--- config.mk ---
export PLATFORM = sky130hd
export DESIGN_NAME = led_strip_pattern_generator_flat
export DESIGN_NICKNAME = d
export VERILOG_FILES = /design/src/rtl/lsp_pkg.sv /design/src/rtl/lsp_if.sv /design/src/rtl/lsp_mod_unit.sv /design/src/rtl/led_strip_pattern_generator.sv /design/src/flat_wrapper.sv
export SDC_FILE = /design/constraint.sdc
export NUM_CORES = 1
export LEC_CHECK = 0
export ABC_CLOCK_PERIOD_IN_PS = 5850
export BUFFER_PORTS_ARGS = -buffer_cell sky130_fd_sc_hd__buf_4
export CAP_MARGIN = 30
export CORE_MARGIN = 4
export CORE_UTILIZATION = 42
export CTS_BUF_LIST = sky130_fd_sc_hd__clkbuf_4 sky130_fd_sc_hd__clkbuf_8
export CTS_CLUSTER_DIAMETER = 60
export DETAILED_ROUTE_END_ITERATION = 12
export PLACE_DENSITY = 0.67
export REMOVE_ABC_BUFFERS = 1
export SETUP_SLACK_MARGIN = 0.05
export SYNTH_ARGS = -nofsm -noshare
export SYNTH_HDL_FRONTEND = slang
export SYNTH_SLANG_ARGS = --single-unit
--- constraint.sdc ---
create_clock -name i_clk -period 5.85 [get_ports i_clk]
set_input_delay 0.585 -clock i_clk [delete_from_list [all_inputs] [get_ports i_clk]]
set_output_delay 0.585 -clock i_clk [all_outputs]
set_load 0.01 [all_outputs]
--- src/rtl/lsp_pkg.sv ---
// Shared types, widths and codes for the LED strip pattern generator.
// No dependencies; compiled first.
package lsp_pkg;

    localparam int IDX_W      = 6;
    localparam int COL_W      = 8;
    localparam int GRB_W      = 24;
    localparam int MODE_W     = 3;
    localparam int GRP_W      = 3;
    localparam int STEP_W     = 3;
    localparam int GAP_W      = 3;
    localparam int GSZ_W      = 6;
    localparam int PHASE_W    = 5;
    localparam int ACC_W      = 8;
    localparam int LIMIT_W    = 9;
    localparam int CFG_IDX_W  = 2;
    localparam int CFG_DATA_W = 6;

    localparam int DEF_LED_COUNT = 43;

    localparam logic [GRP_W-1:0]   FLOW_GROUPS     = 3'd5;
    localparam logic [STEP_W-1:0]  RST_ARROW_STEP  = 3'd2;
    localparam logic [GAP_W-1:0]   RST_ARROW_SPACE = 3'd1;
    localparam logic [GSZ_W-1:0]   RST_GROUP_SIZE  = 6'd9;
    localparam logic [PHASE_W-1:0] RST_FLOW_PHASE  = 5'd1;

    // frame modes
    localparam logic [MODE_W-1:0] MODE_MAIN_FULL  = 3'd0;
    localparam logic [MODE_W-1:0] MODE_MAIN_STAGE = 3'd1;
    localparam logic [MODE_W-1:0] MODE_MAIN_FLOW  = 3'd2;
    localparam logic [MODE_W-1:0] MODE_SIDE_FULL  = 3'd3;
    localparam logic [MODE_W-1:0] MODE_SIDE_STAGE = 3'd4;

    // configuration register indexes
    localparam logic [CFG_IDX_W-1:0] CFG_ARROW_STEP  = 2'd0;
    localparam logic [CFG_IDX_W-1:0] CFG_ARROW_SPACE = 2'd1;
    localparam logic [CFG_IDX_W-1:0] CFG_GROUP_SIZE  = 2'd2;

    typedef enum logic [2:0] {
        ST_IDLE,
        ST_PHASE,
        ST_LIFT,
        ST_ALIGN,
        ST_WRAP,
        ST_EMIT
    } t_state;

    typedef enum logic [1:0] {
        ALU_SUB_PERIOD,
        ALU_SUB_PHASE,
        ALU_ADD_PERIOD
    } t_alu_op;

    typedef struct packed {
        t_alu_op            op;
        logic [ACC_W-1:0]   acc;
        logic [PHASE_W-1:0] period;
        logic [PHASE_W-1:0] phase;
    } t_alu_ctl;

    typedef struct packed {
        logic [ACC_W-1:0] sum;
        logic             neg;
    } t_alu_res;

endpackage

--- src/rtl/lsp_if.sv ---
// Handshake channel interfaces: frame requests, LED items, configuration writes.
// Depends on lsp_pkg.
interface lsp_frame_if import lsp_pkg::*; ();
    logic              valid;
    logic              ready;
    logic [MODE_W-1:0] mode;
    logic [COL_W-1:0]  red;
    logic [COL_W-1:0]  green;
    logic [COL_W-1:0]  blue;
    logic [GRP_W-1:0]  groups;

    modport source (output valid, mode, red, green, blue, groups, input ready);
    modport sink   (input valid, mode, red, green, blue, groups, output ready);
endinterface

interface lsp_led_if import lsp_pkg::*; ();
    logic             valid;
    logic             ready;
    logic [IDX_W-1:0] led_index;
    logic [GRB_W-1:0] outer_grb;
    logic [GRB_W-1:0] middle_grb;
    logic [GRB_W-1:0] inner_grb;
    logic [GRB_W-1:0] side_grb;
    logic             main_updated;
    logic             side_updated;
    logic             last;

    modport source (output valid, led_index, outer_grb, middle_grb, inner_grb, side_grb,
                    main_updated, side_updated, last, input ready);
    modport sink   (input valid, led_index, outer_grb, middle_grb, inner_grb, side_grb,
                    main_updated, side_updated, last, output ready);
endinterface

interface lsp_cfg_if import lsp_pkg::*; ();
    logic                  valid;
    logic                  ready;
    logic [CFG_IDX_W-1:0]  index;
    logic [CFG_DATA_W-1:0] data;

    modport source (output valid, index, data, input ready);
    modport sink   (input valid, index, data, output ready);
endinterface

--- src/rtl/lsp_mod_unit.sv ---
// Shared add/subtract unit with sign flag, used by the sequencer for all
// modulo reduction steps. Depends on lsp_pkg.
module lsp_mod_unit import lsp_pkg::*; (
    input  t_alu_ctl i_ctl,
    output t_alu_res o_res
);

    logic [ACC_W-1:0] w_opnd;
    logic [ACC_W-1:0] w_sum;

    always_comb begin
        case (i_ctl.op)
            ALU_SUB_PERIOD: w_opnd = ~ACC_W'(i_ctl.period) + ACC_W'(1);
            ALU_SUB_PHASE:  w_opnd = ~ACC_W'(i_ctl.phase) + ACC_W'(1);
            ALU_ADD_PERIOD: w_opnd = ACC_W'(i_ctl.period);
            default:        w_opnd = '0;
        endcase
        w_sum = i_ctl.acc + w_opnd;
    end

    // operands stay below 2^(ACC_W-1), so the top bit is the sign
    assign o_res.sum = w_sum;
    assign o_res.neg = w_sum[ACC_W-1];

endmodule

--- src/rtl/led_strip_pattern_generator.sv ---
// LED strip pattern generator, top level: sequencer, registers, output stage.
// Depends on lsp_pkg, lsp_if and lsp_mod_unit.
//
// Usage
//  - i_frame takes one frame request (mode, colour, group count). Each
//    request in modes 0..4 returns LED_COUNT items on o_led, index 0 first,
//    the final one flagged with last. Modes 5..7 are swallowed: no items.
//  - i_cfg writes arrow_step (0), arrow spacing (1), group_size (2); other
//    indexes are dropped. Write only while no frame is in flight.
//  - In full and stage modes a taken request moves the sequencer to its emit
//    state, and each item is then registered in the output register before it
//    shows on o_led. Flow mode first reduces the phase and the start position
//    mod the period on the shared subtractor (phase, lift, align, wrap states).
//  - Throughput: one item per cycle once emitting, while o_led is ready;
//    i_frame.ready is high only between frames. The next request may be taken
//    while the final item of the previous frame still waits in the output register.
//  - A stalled receiver simply holds the output register; nothing is lost.
//  - Reset (synchronous, active low) restores the register defaults, sets
//    the flow phase to one and drops any frame in progress.
module led_strip_pattern_generator import lsp_pkg::*; #(
    parameter int LED_COUNT = DEF_LED_COUNT
) (
    input  logic         i_clk,
    input  logic         i_rst_n,
    lsp_cfg_if.sink      i_cfg,
    lsp_frame_if.sink    i_frame,
    lsp_led_if.source    o_led
);

    localparam logic [IDX_W-1:0]   LAST_IDX  = IDX_W'(LED_COUNT - 1);
    localparam logic [ACC_W-1:0]   LED_LAST  = ACC_W'(LED_COUNT - 1);
    localparam logic [LIMIT_W-1:0] LED_LIMIT = LIMIT_W'(LED_COUNT);

    // configuration registers
    logic [STEP_W-1:0]  r_step;
    logic [GAP_W-1:0]   r_gap;
    logic [GSZ_W-1:0]   r_gsize;

    // sequencer state
    t_state             r_state, n_state;
    logic [PHASE_W-1:0] r_phase, n_phase;
    logic [ACC_W-1:0]   r_acc,   n_acc;
    logic [PHASE_W-1:0] r_pos,   n_pos;
    logic [IDX_W-1:0]   r_idx,   n_idx;

    // frame snapshot
    logic [MODE_W-1:0]  r_mode,  n_mode;
    logic [GRB_W-1:0]   r_colour, n_colour;
    logic [ACC_W-1:0]   r_first_lit, n_first_lit;

    // output register
    logic               r_out_valid, n_out_valid;
    logic [IDX_W-1:0]   r_out_idx,   n_out_idx;
    logic [GRB_W-1:0]   r_out_outer, n_out_outer;
    logic [GRB_W-1:0]   r_out_middle, n_out_middle;
    logic [GRB_W-1:0]   r_out_inner, n_out_inner;
    logic [GRB_W-1:0]   r_out_side,  n_out_side;
    logic               r_out_main,  n_out_main;
    logic               r_out_sidef, n_out_sidef;
    logic               r_out_last,  n_out_last;

    logic [PHASE_W-1:0] w_period;
    logic [PHASE_W-1:0] w_step1, w_step2, w_step3;
    logic [GRP_W-1:0]   w_mult;
    logic [LIMIT_W-1:0] w_limit;
    logic [ACC_W-1:0]   w_first;
    logic               w_frame_acc;
    logic               w_slot;
    logic               w_lit;
    logic [GRB_W-1:0]   w_outer, w_middle, w_inner, w_side;
    t_alu_ctl           w_alu_ctl;
    t_alu_res           w_alu_res;

    // period = 3*step + gap, at most 28
    assign w_step1  = PHASE_W'(r_step);
    assign w_step2  = w_step1 << 1;
    assign w_step3  = w_step2 + w_step1;
    assign w_period = w_step3 + PHASE_W'(r_gap);

    // lit threshold: LEDs at or beyond first_lit belong to the tail
    assign w_mult  = (i_frame.mode == MODE_MAIN_FLOW) ? FLOW_GROUPS : i_frame.groups;
    assign w_limit = LIMIT_W'(w_mult) * LIMIT_W'(r_gsize);
    assign w_first = (w_limit >= LED_LIMIT) ? '0 : ACC_W'(LED_LIMIT - w_limit);

    assign i_frame.ready = (r_state == ST_IDLE);
    assign i_cfg.ready   = 1'b1;
    assign w_frame_acc   = i_frame.valid && i_frame.ready;
    assign w_slot        = !r_out_valid || o_led.ready;

    lsp_mod_unit u_lsp_mod_unit (
        .i_ctl (w_alu_ctl),
        .o_res (w_alu_res)
    );

    // per-LED colour decode
    always_comb begin
        w_lit    = (ACC_W'(r_idx) >= r_first_lit);
        w_outer  = '0;
        w_middle = '0;
        w_inner  = '0;
        w_side   = '0;
        case (r_mode)
            MODE_MAIN_FULL: begin
                w_outer  = r_colour;
                w_middle = r_colour;
                w_inner  = r_colour;
            end
            MODE_MAIN_STAGE: begin
                if (w_lit) begin
                    w_outer  = r_colour;
                    w_middle = r_colour;
                    w_inner  = r_colour;
                end
            end
            MODE_MAIN_FLOW: begin
                // windows: inner [0,step), middle [step,2step), outer [2step,3step)
                if (w_lit && (w_period != '0)) begin
                    if (r_pos < w_step1)
                        w_inner = r_colour;
                    else if (r_pos < w_step2)
                        w_middle = r_colour;
                    else if (r_pos < w_step3)
                        w_outer = r_colour;
                end
            end
            MODE_SIDE_FULL: begin
                w_side = r_colour;
            end
            MODE_SIDE_STAGE: begin
                if (w_lit)
                    w_side = r_colour;
            end
            default: begin
                w_side = '0;
            end
        endcase
    end

    // sequencer
    always_comb begin
        n_state      = r_state;
        n_phase      = r_phase;
        n_acc        = r_acc;
        n_pos        = r_pos;
        n_idx        = r_idx;
        n_mode       = r_mode;
        n_colour     = r_colour;
        n_first_lit  = r_first_lit;
        n_out_valid  = r_out_valid && !o_led.ready;
        n_out_idx    = r_out_idx;
        n_out_outer  = r_out_outer;
        n_out_middle = r_out_middle;
        n_out_inner  = r_out_inner;
        n_out_side   = r_out_side;
        n_out_main   = r_out_main;
        n_out_sidef  = r_out_sidef;
        n_out_last   = r_out_last;

        w_alu_ctl.acc    = r_acc;
        w_alu_ctl.period = w_period;
        w_alu_ctl.phase  = r_phase;
        w_alu_ctl.op     = ALU_SUB_PERIOD;

        case (r_state)
            ST_IDLE: begin
                if (w_frame_acc && (i_frame.mode <= MODE_SIDE_STAGE)) begin
                    n_mode      = i_frame.mode;
                    n_colour    = {i_frame.green, i_frame.red, i_frame.blue};
                    n_first_lit = w_first;
                    n_idx       = '0;
                    if (i_frame.mode == MODE_MAIN_FLOW) begin
                        if (w_period == '0) begin
                            // no period: phase collapses, nothing lit
                            n_phase = '0;
                            n_state = ST_EMIT;
                        end else begin
                            n_acc   = ACC_W'(r_phase) + ACC_W'(1);
                            n_state = ST_PHASE;
                        end
                    end else begin
                        n_state = ST_EMIT;
                    end
                end
            end
            ST_PHASE: begin
                // phase = (phase + 1) mod period, by repeated subtraction
                w_alu_ctl.op = ALU_SUB_PERIOD;
                if (w_alu_res.neg) begin
                    n_phase = r_acc[PHASE_W-1:0];
                    n_acc   = LED_LAST;
                    n_state = ST_LIFT;
                end else begin
                    n_acc = w_alu_res.sum;
                end
            end
            ST_LIFT: begin
                // keep (N-1) + period - phase non-negative
                w_alu_ctl.op = ALU_ADD_PERIOD;
                n_acc        = w_alu_res.sum;
                n_state      = ST_ALIGN;
            end
            ST_ALIGN: begin
                w_alu_ctl.op = ALU_SUB_PHASE;
                n_acc        = w_alu_res.sum;
                n_state      = ST_WRAP;
            end
            ST_WRAP: begin
                // window position of LED 0, mod period
                w_alu_ctl.op = ALU_SUB_PERIOD;
                if (w_alu_res.neg) begin
                    n_pos   = r_acc[PHASE_W-1:0];
                    n_state = ST_EMIT;
                end else begin
                    n_acc = w_alu_res.sum;
                end
            end
            ST_EMIT: begin
                if (w_slot) begin
                    n_out_valid  = 1'b1;
                    n_out_idx    = r_idx;
                    n_out_outer  = w_outer;
                    n_out_middle = w_middle;
                    n_out_inner  = w_inner;
                    n_out_side   = w_side;
                    n_out_main   = (r_mode <= MODE_MAIN_FLOW);
                    n_out_sidef  = (r_mode >= MODE_SIDE_FULL);
                    n_out_last   = (r_idx == LAST_IDX);
                    n_idx        = r_idx + IDX_W'(1);
                    // mirrored index falls by one, so the position steps back
                    n_pos = (r_pos == '0) ? (w_period - PHASE_W'(1))
                                          : (r_pos - PHASE_W'(1));
                    if (r_idx == LAST_IDX)
                        n_state = ST_IDLE;
                end
            end
            default: begin
                n_state = ST_IDLE;
            end
        endcase
    end

    always_ff @(posedge i_clk) begin
        if (!i_rst_n) begin
            r_state     <= ST_IDLE;
            r_phase     <= RST_FLOW_PHASE;
            r_out_valid <= 1'b0;
            r_step      <= RST_ARROW_STEP;
            r_gap       <= RST_ARROW_SPACE;
            r_gsize     <= RST_GROUP_SIZE;
        end else begin
            r_state     <= n_state;
            r_phase     <= n_phase;
            r_out_valid <= n_out_valid;
            if (i_cfg.valid && i_cfg.ready) begin
                case (i_cfg.index)
                    CFG_ARROW_STEP:  r_step  <= i_cfg.data[STEP_W-1:0];
                    CFG_ARROW_SPACE: r_gap   <= i_cfg.data[GAP_W-1:0];
                    CFG_GROUP_SIZE:  r_gsize <= i_cfg.data[GSZ_W-1:0];
                    default:         r_step  <= r_step;
                endcase
            end
        end
    end

    // payload and datapath, no reset needed
    always_ff @(posedge i_clk) begin
        r_acc        <= n_acc;
        r_pos        <= n_pos;
        r_idx        <= n_idx;
        r_mode       <= n_mode;
        r_colour     <= n_colour;
        r_first_lit  <= n_first_lit;
        r_out_idx    <= n_out_idx;
        r_out_outer  <= n_out_outer;
        r_out_middle <= n_out_middle;
        r_out_inner  <= n_out_inner;
        r_out_side   <= n_out_side;
        r_out_main   <= n_out_main;
        r_out_sidef  <= n_out_sidef;
        r_out_last   <= n_out_last;
    end

    assign o_led.valid        = r_out_valid;
    assign o_led.led_index    = r_out_idx;
    assign o_led.outer_grb    = r_out_outer;
    assign o_led.middle_grb   = r_out_middle;
    assign o_led.inner_grb    = r_out_inner;
    assign o_led.side_grb     = r_out_side;
    assign o_led.main_updated = r_out_main;
    assign o_led.side_updated = r_out_sidef;
    assign o_led.last         = r_out_last;

endmodule

--- src/flat_wrapper.sv ---
// flat-port wrapper written by rule: the top's interface ports become plain ports
module led_strip_pattern_generator_flat import lsp_pkg::*;
#(
    parameter int LED_COUNT = DEF_LED_COUNT
)
  (i_clk, i_rst_n, i_cfg_valid, i_cfg_index, i_cfg_data, i_cfg_ready, i_frame_valid, i_frame_mode, i_frame_red, i_frame_green, i_frame_blue, i_frame_groups, i_frame_ready, o_led_valid, o_led_led_index, o_led_outer_grb, o_led_middle_grb, o_led_inner_grb, o_led_side_grb, o_led_main_updated, o_led_side_updated, o_led_last, o_led_ready);
  lsp_cfg_if i_cfg_i ();
  lsp_frame_if i_frame_i ();
  lsp_led_if o_led_i ();
  input  logic i_clk;
  input  logic i_rst_n;
  input wire logic [$bits(i_cfg_i.valid)-1:0] i_cfg_valid;
  input wire logic [$bits(i_cfg_i.index)-1:0] i_cfg_index;
  input wire logic [$bits(i_cfg_i.data)-1:0] i_cfg_data;
  output wire logic [$bits(i_cfg_i.ready)-1:0] i_cfg_ready;
  input wire logic [$bits(i_frame_i.valid)-1:0] i_frame_valid;
  input wire logic [$bits(i_frame_i.mode)-1:0] i_frame_mode;
  input wire logic [$bits(i_frame_i.red)-1:0] i_frame_red;
  input wire logic [$bits(i_frame_i.green)-1:0] i_frame_green;
  input wire logic [$bits(i_frame_i.blue)-1:0] i_frame_blue;
  input wire logic [$bits(i_frame_i.groups)-1:0] i_frame_groups;
  output wire logic [$bits(i_frame_i.ready)-1:0] i_frame_ready;
  output wire logic [$bits(o_led_i.valid)-1:0] o_led_valid;
  output wire logic [$bits(o_led_i.led_index)-1:0] o_led_led_index;
  output wire logic [$bits(o_led_i.outer_grb)-1:0] o_led_outer_grb;
  output wire logic [$bits(o_led_i.middle_grb)-1:0] o_led_middle_grb;
  output wire logic [$bits(o_led_i.inner_grb)-1:0] o_led_inner_grb;
  output wire logic [$bits(o_led_i.side_grb)-1:0] o_led_side_grb;
  output wire logic [$bits(o_led_i.main_updated)-1:0] o_led_main_updated;
  output wire logic [$bits(o_led_i.side_updated)-1:0] o_led_side_updated;
  output wire logic [$bits(o_led_i.last)-1:0] o_led_last;
  input wire logic [$bits(o_led_i.ready)-1:0] o_led_ready;
  assign i_cfg_i.valid = i_cfg_valid;
  assign i_cfg_i.index = i_cfg_index;
  assign i_cfg_i.data = i_cfg_data;
  assign i_cfg_ready = i_cfg_i.ready;
  assign i_frame_i.valid = i_frame_valid;
  assign i_frame_i.mode = i_frame_mode;
  assign i_frame_i.red = i_frame_red;
  assign i_frame_i.green = i_frame_green;
  assign i_frame_i.blue = i_frame_blue;
  assign i_frame_i.groups = i_frame_groups;
  assign i_frame_ready = i_frame_i.ready;
  assign o_led_valid = o_led_i.valid;
  assign o_led_led_index = o_led_i.led_index;
  assign o_led_outer_grb = o_led_i.outer_grb;
  assign o_led_middle_grb = o_led_i.middle_grb;
  assign o_led_inner_grb = o_led_i.inner_grb;
  assign o_led_side_grb = o_led_i.side_grb;
  assign o_led_main_updated = o_led_i.main_updated;
  assign o_led_side_updated = o_led_i.side_updated;
  assign o_led_last = o_led_i.last;
  assign o_led_i.ready = o_led_ready;
  led_strip_pattern_generator #(.LED_COUNT(LED_COUNT)) u_core (.i_clk(i_clk), .i_rst_n(i_rst_n), .i_cfg(i_cfg_i), .i_frame(i_frame_i), .o_led(o_led_i));
endmodule
-- Yosys cells after proc, flatten, opt, wreduce, memory -nomap -nowiden
Cells that the tools add are included.
- logic and storage cells: 138
- register bits: 180
- output and inout bits: 108
- reduce and logical (&&, ||, !) cells: 29
- $lt $le $gt $ge: 8
- muxes and demuxes: 44
- equality and inequality tests: 24
- bitwise gates (word level): 2
- add/subtract/negate cells: 10
- multiply operators: 1
- operator list (cell ; count):
    $mux 24 ; 10
    $pmux 24 s3 ; 3
    $pmux 24 s2 ; 1
    $mux 8 ; 4
    $pmux 8 s4 ; 1
    $mux 5 ; 6
    $mux 3 ; 8
    $pmux 8 s3 ; 1
    $pmux 5 s2 ; 2
    $pmux 3 s6 ; 1
    $add 8x1->8 const B ; 2
    $not 5->8 ; 2
    $eq 3x2->1 const B ; 5
    $reduce_and 5->1 ; 3
    $ne 2x2->1 const B ; 7
    $mux 6 ; 2
    $pmux 6 s2 ; 1
    $logic_not 5->1 ; 2
    $reduce_and 2->1 ; 5
    $sub 5x1->5 const B ; 2
    $eq 3x3->1 const B ; 3
    $ge 9x6->1 const B ; 1
    $mul 3x6->9 ; 1
    $add 8x8->8 ; 1
    30 further kinds ; 44

-- Longest topological paths before layout
Gate-level depths: netlist of the first run.
- depth in word-level cells: 8
- depth in mapped cells: 16
- mapped depth without buffers: 16

-- By module
Synthesis of the first run repeated with hierarchy kept, for this count alone.
- cell total of the unflattened synthesis: 673
- area total of the unflattened synthesis: 8742.1 µm²
- by module, submodules not included (module ; instances ; area each (µm²) ; cells an instance):
    led_strip_pattern_generator ; 1 ; 8184.1 ; 602
    lsp_mod_unit ; 1 ; 558.0 ; 71

-- Worst setup path before layout of the first run
No wires, ideal clock.
- kind: register to register
- start: reg u_core.r_state[0]
- end: reg u_core.r_out_inner[0] (netlist: u_core.o_led.inner_grb[0]), enable pin
- setup slack: -0.201 ns
- setup time: 0.570 ns
- cell stages (with the launch flop): 5
- required time: 5.280 ns
- path buffers: 2
- arrival: 5.481 ns
- clock period less this slack: 6.051 ns
- cells stage by stage: dfxtp_1 > clkbuf_1 > nand2_1 > clkbuf_1 > nor2_1
- cells in the longest elaborated chain, start to end: 2
- RTL lines (element ; line ; source):
    start, declared ; led_strip_pattern_generator.sv:40 ; t_state r_state, n_state;
    start signal, assigned ; led_strip_pattern_generator.sv:251 ; r_state <= n_state;
    $eq 3x3->1 ; led_strip_pattern_generator.sv:164 ; case (r_state)
    $reduce_and 2->1 (no line) ; -- ;
    end signal, assigned ; led_strip_pattern_generator.sv:276 ; r_out_inner <= n_out_inner;
    end, declared ; led_strip_pattern_generator.sv:56 ; logic [GRB_W-1:0] r_out_inner, n_out_inner;
Every way passes these cells.
A chain may end at the register's enable or synchronous reset.

-- Worst setup path in the final report of the first run
- start: reg u_core.r_step[0]
- end: reg u_core.r_acc[1], data pin
- cells in the longest elaborated chain, start to end: 8
- elaborated cells between the ends (all ways): 9
- classes of those cells: add/sub: 4; mux: 4; bitwise: 1
- RTL lines (element ; line ; source):
    start, declared ; led_strip_pattern_generator.sv:35 ; logic [STEP_W-1:0] r_step;
    start signal, assigned ; led_strip_pattern_generator.sv:256 ; CFG_ARROW_STEP: r_step <= i_cfg.data[STEP_W-1:0];
    start signal, assigned ; led_strip_pattern_generator.sv:259 ; default: r_step <= r_step;
    $add 4x3->5 * ; led_strip_pattern_generator.sv:77 ; assign w_step3 = w_step2 + w_step1;
    $add 5x3->5 * ; led_strip_pattern_generator.sv:78 ; assign w_period = w_step3 + PHASE_W'(r_gap);
    $not 5->8 ; lsp_mod_unit.sv:13 ; ALU_SUB_PERIOD: w_opnd = ~ACC_W'(i_ctl.period) + ACC_W'(1);
    $add 8x1->8 ; lsp_mod_unit.sv:13 ;
    $pmux 8 s3 * ; lsp_mod_unit.sv:12 ; case (i_ctl.op)
    $add 8x8->8 * ; lsp_mod_unit.sv:18 ; w_sum = i_ctl.acc + w_opnd;
    $mux 8 / $mux 7 (equally long branches) ; led_strip_pattern_generator.sv:210, led_strip_pattern_generator.sv:188 ;
    $pmux 8 s4 * ; led_strip_pattern_generator.sv:164 ;
    named net u_core.n_acc[1] ; led_strip_pattern_generator.sv:42 ; logic [ACC_W-1:0] r_acc, n_acc;
    end signal, assigned ; led_strip_pattern_generator.sv:267 ; r_acc <= n_acc;
    end, declared ; led_strip_pattern_generator.sv:42 ;
Mark *: on every way through the listed nets, which the timed path passes. The rest lies on a longest branch. The select of a mux whose other input is x is not followed.

==> impl_results.md, run 1 <==
- Status: finished clean
- Peak supply drop: 0.212 mV
- Area Growth Syn to Fin: 21.0%
- Critical path depth: 14
- Global-route usage over all layers: 17.8%
- Vias per std cell: roughly 5.3
- Fin area: 10800 µm²
- Synth top area share: 53.5%
- Top FF cell, synth: edfxtp_1
- EDFF count, synth: 159
- Final period utilization: 91.2%
- Crit-path leading delay family: simple AND/OR/NAND/NOR gates
- Post-Syn Area: 8930 µm²
- Starting density of the core: 42.6%
- DIE AREA: 23700 µm²
- Antenna viol nets, final: 0
- R2R depth: 14
- NumNets Final: 978
- Worst-Skew Late Latency: 470 ps
- Final Wtd Congestion: 0.879
- Worst-path cell chain: ha_1 > fa_1 > ha_1 > xor2_1 > or4_4 > a2111o_1 > and2_2 > ha_1 > o21a_1 > nor2_1 > or4_1 > and4_2 > o211ai_1 > a41oi_1
- Clock skew: 16.8 ps
- CP Capture Type: flop
- RR Endpoint: u_core.r_acc[1]
- PwrDens: approximately 400 nW/µm²
- Total gr overflow: 0
- Final core utilization: 51.5%
- Final-report hold violation count: 0
- Largest stage delay on the critical path: approximately 600 ps
- Finish-stage setup viols: 0
- Post-DP HPWL: about 15000 µm
- Data arrival, critical path: between 5000 and 6000 ps
- Clock transition at the registers of the reported paths: 110 ps
- First-pass GRT wire length: approximately 33000 µm
- CP required: 6040 ps
- Final wirelength: 20800 µm
- Synth cell types: 67
- Critical Path Source: u_core.r_step[0]
- Wire per inst: ~18 µm
- CTS Sinks: 180
- I/O Buffers: approximately 150
- Setup repair bufs after CTS: 0
- Crit Path Max Fanout: 6
- Largest net degree at the start of global routing: 86
- Max-cap viol count: 0
- Max Buffers Root-to-Sink: 2
- Layout cells sized above 1: 23.4%
- Post-synth top area cell: edfxtp_1
- Critical path's slowest cell: or4_1
- # diodes: 0
- Reg-to-reg slack, setup: roughly 510 ps
- Worst R2R Start: u_core.r_step[0]
- RSZ-0062 raised after global routing: no
- Top achievable clock speed: 187 MHz
- Slew Viols, Final: 0
- Remaining routing DRC violations: 0
- Avg Inst Size Synth: 12.0 µm²
- Mapped Cells: 742
- Leakage: 4.23 nW
- Die height: ~150 µm
- Final setup margin: just over 500 ps
- FILL cells: 1886
- Synth warn: 0
- Row Count: 53
- Core area: 21000 µm²
- CTS resizes: 0
- Crit path time final: 5340 ps
- Buf+Inv Stages, Crit Path: 0
- Startpoint types: flop
- Crit Path Class: reg2reg
- Most frequent cells in the layout: edfxtp_1, buf_4, a21oi_1, nand2_1, a21boi_0
- Initial antenna violation count: 0
- Drt initial violations: 440
- CTS H-tree lvls: 4
- Die X: 154 µm
- CTS Buf Count: 17
- Post-placement cell area: 10400 µm²
- # hold bufs at CTS: 0
- Dpl ws: between 600 and 700 ps
- Drt first pass iters: 5
- Clock root buffer: clkbuf_8
- CP dominant cell by count: ha_1
- Crit path to: u_core.r_acc[1]
- Commonest non-fill, non-tap cell in the layout: edfxtp_1
- #FFs+latches synth: 180
- Worst-Margin Slew: 962 ps
- Via count: 6240
- Number of global-route vias before repair: 6069
- Post-synth ARST share: 0%
- Register area share after synthesis: 58.2%
- Max_slew headroom: a little over a third
- Worst min-delay path class: in2reg
- I/O Pins: between 150 and 200
- Synth area leaders: edfxtp_1, ha_1, dfxtp_1, a21boi_0, a21oi_1
- CTS tree: done
==> stage by stage <==
| step | hold slack, ps | cells | TNS (ps) | power [mW] |
|---|---|---|---|---|
| after floorplan | 450 | 709 | -53960 | 2.94 |
| after global placement | 468 | 1141 | 0 | 3.48 |
| after global routing | 247 | 1174 | 0 | 4.65 |
| final | 289 | 1174 | 0 | 4.37 |
| after CTS | 261 | 1174 | 0 | 4.40 |
| after detailed placement | 471 | 1142 | 0 | 3.52 |
==> worst min-delay path by stage <==
| stage | endpoint | startpoint | cells after the start |
|---|---|---|---|
| 6_report | u_core.r_colour[20] | i_frame_green[4] | 1 |
| 4_1_cts | u_core.r_colour[11] | i_frame_red[3] | 1 |
| 2_1_floorplan | u_core.r_gap[0] | u_core.r_gap[0] | 2 |
| 3_3_place_gp | u_core.r_gap[0] | u_core.r_gap[0] | 2 |
| 3_5_place_dp | u_core.r_gap[0] | u_core.r_gap[0] | 2 |
| 5_1_grt | u_core.r_colour[11] | i_frame_red[3] | 1 |
==> area by class of cell <==
cell class	instances	area, µm²	share of cell area, %
Clock buffer	17	234	2.17
Clock inverter	15	183	1.69
Inverter	38	143	1.32
Multi-Input combinational cell	491	3480	32.3
Sequential cell	180	5190	48.1
Tap cell	275	344	3.19
Timing Repair Buffer	158	1220	11.3
==> power by group <==
group	internal, mW	switching (mW)
Sequential	1.74	0.214
Combinational	0.634	0.912
Clock	0.365	0.512
Total	2.74	1.64
==> logic make-up (layout without fill, tap and decap cells) <==
family                   count (synthesis)  after routing  synth area share (%)
adder cells (fa/ha/maj)                 49             49                  7.54
multiplexers                            15             15                  1.72
buffers and inverters                   71            228                  3.15
other                                    2              2                0.0841
AO/OA/AOI/OAI                          182            182                  14.0
flip-flops                             180            180                  58.2
AND/OR/NAND/NOR                        214            214                  12.4
XOR/XNOR                                29             29                  2.93
==> layer usage <==
metal	wire length, µm	vias up	global-route usage (%)
met5	0	-	0
met4	310	0	5.38
met3	1470	23	3.80
met2	9670	234	28.3
met1	9390	2974	24.5
li1	-	3009	-
==> cells in the mapped netlist, types with 4 or more instances <==
cell type    n
xor2_1      15
clkbuf_1    30
nor2_1      45
dfxtp_1     21
xnor2_1     13
nand2b_1    29
a21boi_0    49
a21oi_1     53
and2_1       8
o32ai_1      4
a211oi_1     4
nand3b_1     5
o21ai_0     18
inv_1       37
nor2b_1     27
edfxtp_1   159
nand3_1     12
nand2_1     51
a21o_1       8
fa_1         8
mux2i_1     12
a221oi_1     5
and3_1       4
o211ai_1     5
a31oi_1      6
nor3_1       9
ha_1        41
a22oi_1      4
==> sequential cells by signal (all words and copies together), names as in the netlist <==
name and count:
u_core.o_led.outer_grb 24, u_core.r_mode 3, u_core.r_gap 3, u_core.r_acc 8, u_core.o_led.side_updated 1, u_core.o_led.middle_grb 24, u_core.o_led.main_updated 1, u_core.r_state 3
u_core.o_led.side_grb 24, u_core.r_idx 6, u_core.r_first_lit 8, u_core.o_led.valid 1, u_core.r_step 3, u_core.o_led.inner_grb 24, u_core.r_phase 5, u_core.r_colour 24
u_core.o_led.led_index 6, u_core.r_pos 5, u_core.o_led.last 1, u_core.r_gsize 6
Note: power is estimated with default switching activity, not from simulation.
==> run 2: changes to the inputs <==
--- a/config.mk
+++ b/config.mk
@@ -8,12 +8,14 @@
 export ABC_CLOCK_PERIOD_IN_PS = 5850
 export BUFFER_PORTS_ARGS = -buffer_cell sky130_fd_sc_hd__buf_4
 export CAP_MARGIN = 30
+export CELL_PAD_IN_SITES_DETAIL_PLACEMENT = 0
+export CELL_PAD_IN_SITES_GLOBAL_PLACEMENT = 1
 export CORE_MARGIN = 4
 export CORE_UTILIZATION = 42
 export CTS_BUF_LIST = sky130_fd_sc_hd__clkbuf_4 sky130_fd_sc_hd__clkbuf_8
-export CTS_CLUSTER_DIAMETER = 60
+export CTS_CLUSTER_DIAMETER = 50
 export DETAILED_ROUTE_END_ITERATION = 12
-export PLACE_DENSITY = 0.67
+export PLACE_DENSITY = 0.8
 export REMOVE_ABC_BUFFERS = 1
 export SETUP_SLACK_MARGIN = 0.05
 export SYNTH_ARGS = -nofsm -noshare
==> impl_results.md, run 2 (same netlist as run 1, synthesis figures left out) <==
- I/O Buffers: 149 (unchanged)
- Starting density of the core: 42.6% (unchanged)
- Initial antenna violation count: 0 (unchanged)
- Commonest non-fill, non-tap cell in the layout: buf_4
- Routing usage on met2: 28.8% (+0.42 points)
- CP required: 6040 ps (about the same)
- CTS H-tree lvls: 4 (unchanged)
- Die height: 154 µm (unchanged)
- Most frequent cells in the layout: buf_4, edfxtp_1, a21oi_1, nand2_1, a21boi_0
- Placed cells: 1146 (+0.35%)
- Peak supply drop: 0.201 mV (-5.6%)
- Clock root buffer: clkbuf_8
- Layout cells sized above 1: 23.6% (+0.23 points)
- Core area: 21000 µm² (unchanged)
- Max_slew headroom: 37.0% (+1.5 points)
- Crit Path Class: reg2reg
- Post-DP HPWL: 14800 µm (+0.83%)
- R2R depth: 14 (unchanged)
- Clock skew: 13.0 ps (-3.86 ps)
- Most used routing layer in global routing: met2
- Final Wtd Congestion: 0.834 (-5.1%)
- Drt first pass iters: 5 (unchanged)
- Drt initial violations: 355 (-19%)
- Fin area: 10800 µm² (+0.21%)
- Via count: 6161 (-1.3%)
- Hold Path Sink: u_core.r_colour[23]
- I/O Pins: 151 (unchanged)
- DIE AREA: 23700 µm² (unchanged)
- CP Capture Type: flop
- Area Growth Syn to Fin: 21.2%
- Reg-to-reg slack, setup: 600 ps (+90 ps)
- GR Util met3: 4.17% (+0.37 points)
- Met1 Use GR: 24.6% (+0.13 points)
- Setup repair bufs after CTS: 0 (unchanged)
- Final wirelength: 21000 µm (+0.75%)
- CTS Sinks: 180 (unchanged)
- Data arrival, critical path: 5430 ps (-90 ps)
- Post-route insts no fill: 1178 (+0.34%)
- Wire per inst: 17.8 µm (+0.41%)
- First-pass GRT wire length: 33500 µm (+0.19%)
- Die X: 154 µm (unchanged)
- NumNets Final: 982 (+0.41%)
- Overall power: 4.37 mW (about the same)
- Vias per std cell: 5.23 (-1.6%)
- Row Count: 53 (unchanged)
- TNS Setup: 0 ps (unchanged)
- Global-route usage over all layers: 17.9% (+0.15 points)
- WHS: 285 ps (-3.70 ps)
- Post-placement cell area: 10400 µm² (+0.22%)
- PwrDens: 404 nW/µm² (-0.30%)
- Worst R2R Start: u_core.r_step[0]
- # hold bufs at CTS: 0 (unchanged)
- Startpoint types: flop
- Clock transition at the registers of the reported paths: 100 ps (about the same)
- Top achievable clock speed: 191 MHz (+1.7%)
- RSZ-0062 raised after global routing: no
- Status: finished clean
- Leakage: 4.25 nW (+0.46%)
- Max-cap viol count: 0 (unchanged)
- Final-report hold violation count: 0 (unchanged)
- Finish-stage setup viols: 0 (unchanged)
- Total gr overflow: 0 (unchanged)
- Final period utilization: 89.7% (-1.5 points)
- Worst min-delay path class: in2reg
- Hold depth: 1 (unchanged)
- CTS resizes: 0 (unchanged)
- Worst-Margin Slew: 945 ps (-17.2 ps)
- RR Endpoint: u_core.r_acc[1]
- CTS Buf Count: 17 (unchanged)
- # diodes: 0 (unchanged)
- Hold path start: i_frame_green[7]
- CTS tree: done
- Number of global-route vias before repair: 6059 (-0.16%)
- Crit path time final: 5250 ps (-89.9 ps)
- Slew Viols, Final: 0 (unchanged)
- Remaining routing DRC violations: 0 (unchanged)
- Largest net degree at the start of global routing: 102 (+19%)
- Crit Path Max Fanout: 6 (unchanged)
- Worst-Skew Late Latency: 470 ps (about the same)
- Antenna viol nets, final: 0 (unchanged)
- Max Buffers Root-to-Sink: 2 (unchanged)
run 2: cell count changes in the layout (fill, tap and decap cells not counted):
cell,before,now
buf_16,1,0
inv_12,1,0
buf_12,1,2
buf_4,156,160
clkinv_2,1,0
clkinvlp_4,1,0
clkinv_8,3,4
clkinv_1,0,1
clkinv_4,1,2
run 2: report_power, final:
| part | total, mW | leakage [nW] | switching [mW] | internal [mW] |
|---|---|---|---|---|
| clock | 0.868 | 0.208 | 0.506 | 0.363 |
| combinational | 1.58 | 2.38 | 0.938 | 0.639 |
| sequential | 1.93 | 1.66 | 0.188 | 1.74 |
run 2: how the worst max path moves through the flow:
stage                                            to  depth (start not counted)  slack (ps)         startpoint
after floorplan           u_core.o_led.inner_grb[0]                          4        -510  u_core.r_state[2]
after global placement              u_core.r_acc[1]                         14         750   u_core.r_step[0]
after detailed placement            u_core.r_acc[1]                         14         650   u_core.r_step[0]
after CTS                           u_core.r_acc[1]                         14         640   u_core.r_step[0]
after global routing                u_core.r_acc[1]                         14         350   u_core.r_step[0]
final                               u_core.r_acc[1]                         14         600   u_core.r_step[0]
run 2: stage by stage:
step | utilization (%) | setup WS, ps
after CTS | 51.6 | 636
after detailed placement | 49.7 | 650
after global placement | 49.6 | 745
after global routing | 51.6 | 345
after floorplan | - | -514
final | 51.6 | 605
run 2: area by class of cell:
type | instances | area [µm²]
Timing Repair Buffer | 162 | 1240
Multi-Input combinational cell | 491 | 3480
Clock buffer | 17 | 234
Clock inverter | 15 | 183
Inverter | 38 | 143
Tap cell | 275 | 344
Fill cell | 1845 | 10100
Sequential cell | 180 | 5190
run 2: metal layers:
layer	up-vias	share of wire, %
li1	3008	-
met1	2941	45
met2	200	47
met3	12	6.2
met4	0	1.2
met5	-	0
run 2: worst max-delay path, stage by stage, from the launching register on:
cell and delay (ps):
dfxtp_1 440, ha_1 200, fa_1 430, ha_1 360, xor2_1 210, or4_4 530, a2111o_1 510, and2_2 230
ha_1 330, o21a_1 120, nor2_1 40, or4_1 580, and4_2 310, o211ai_1 490, a41oi_1 190
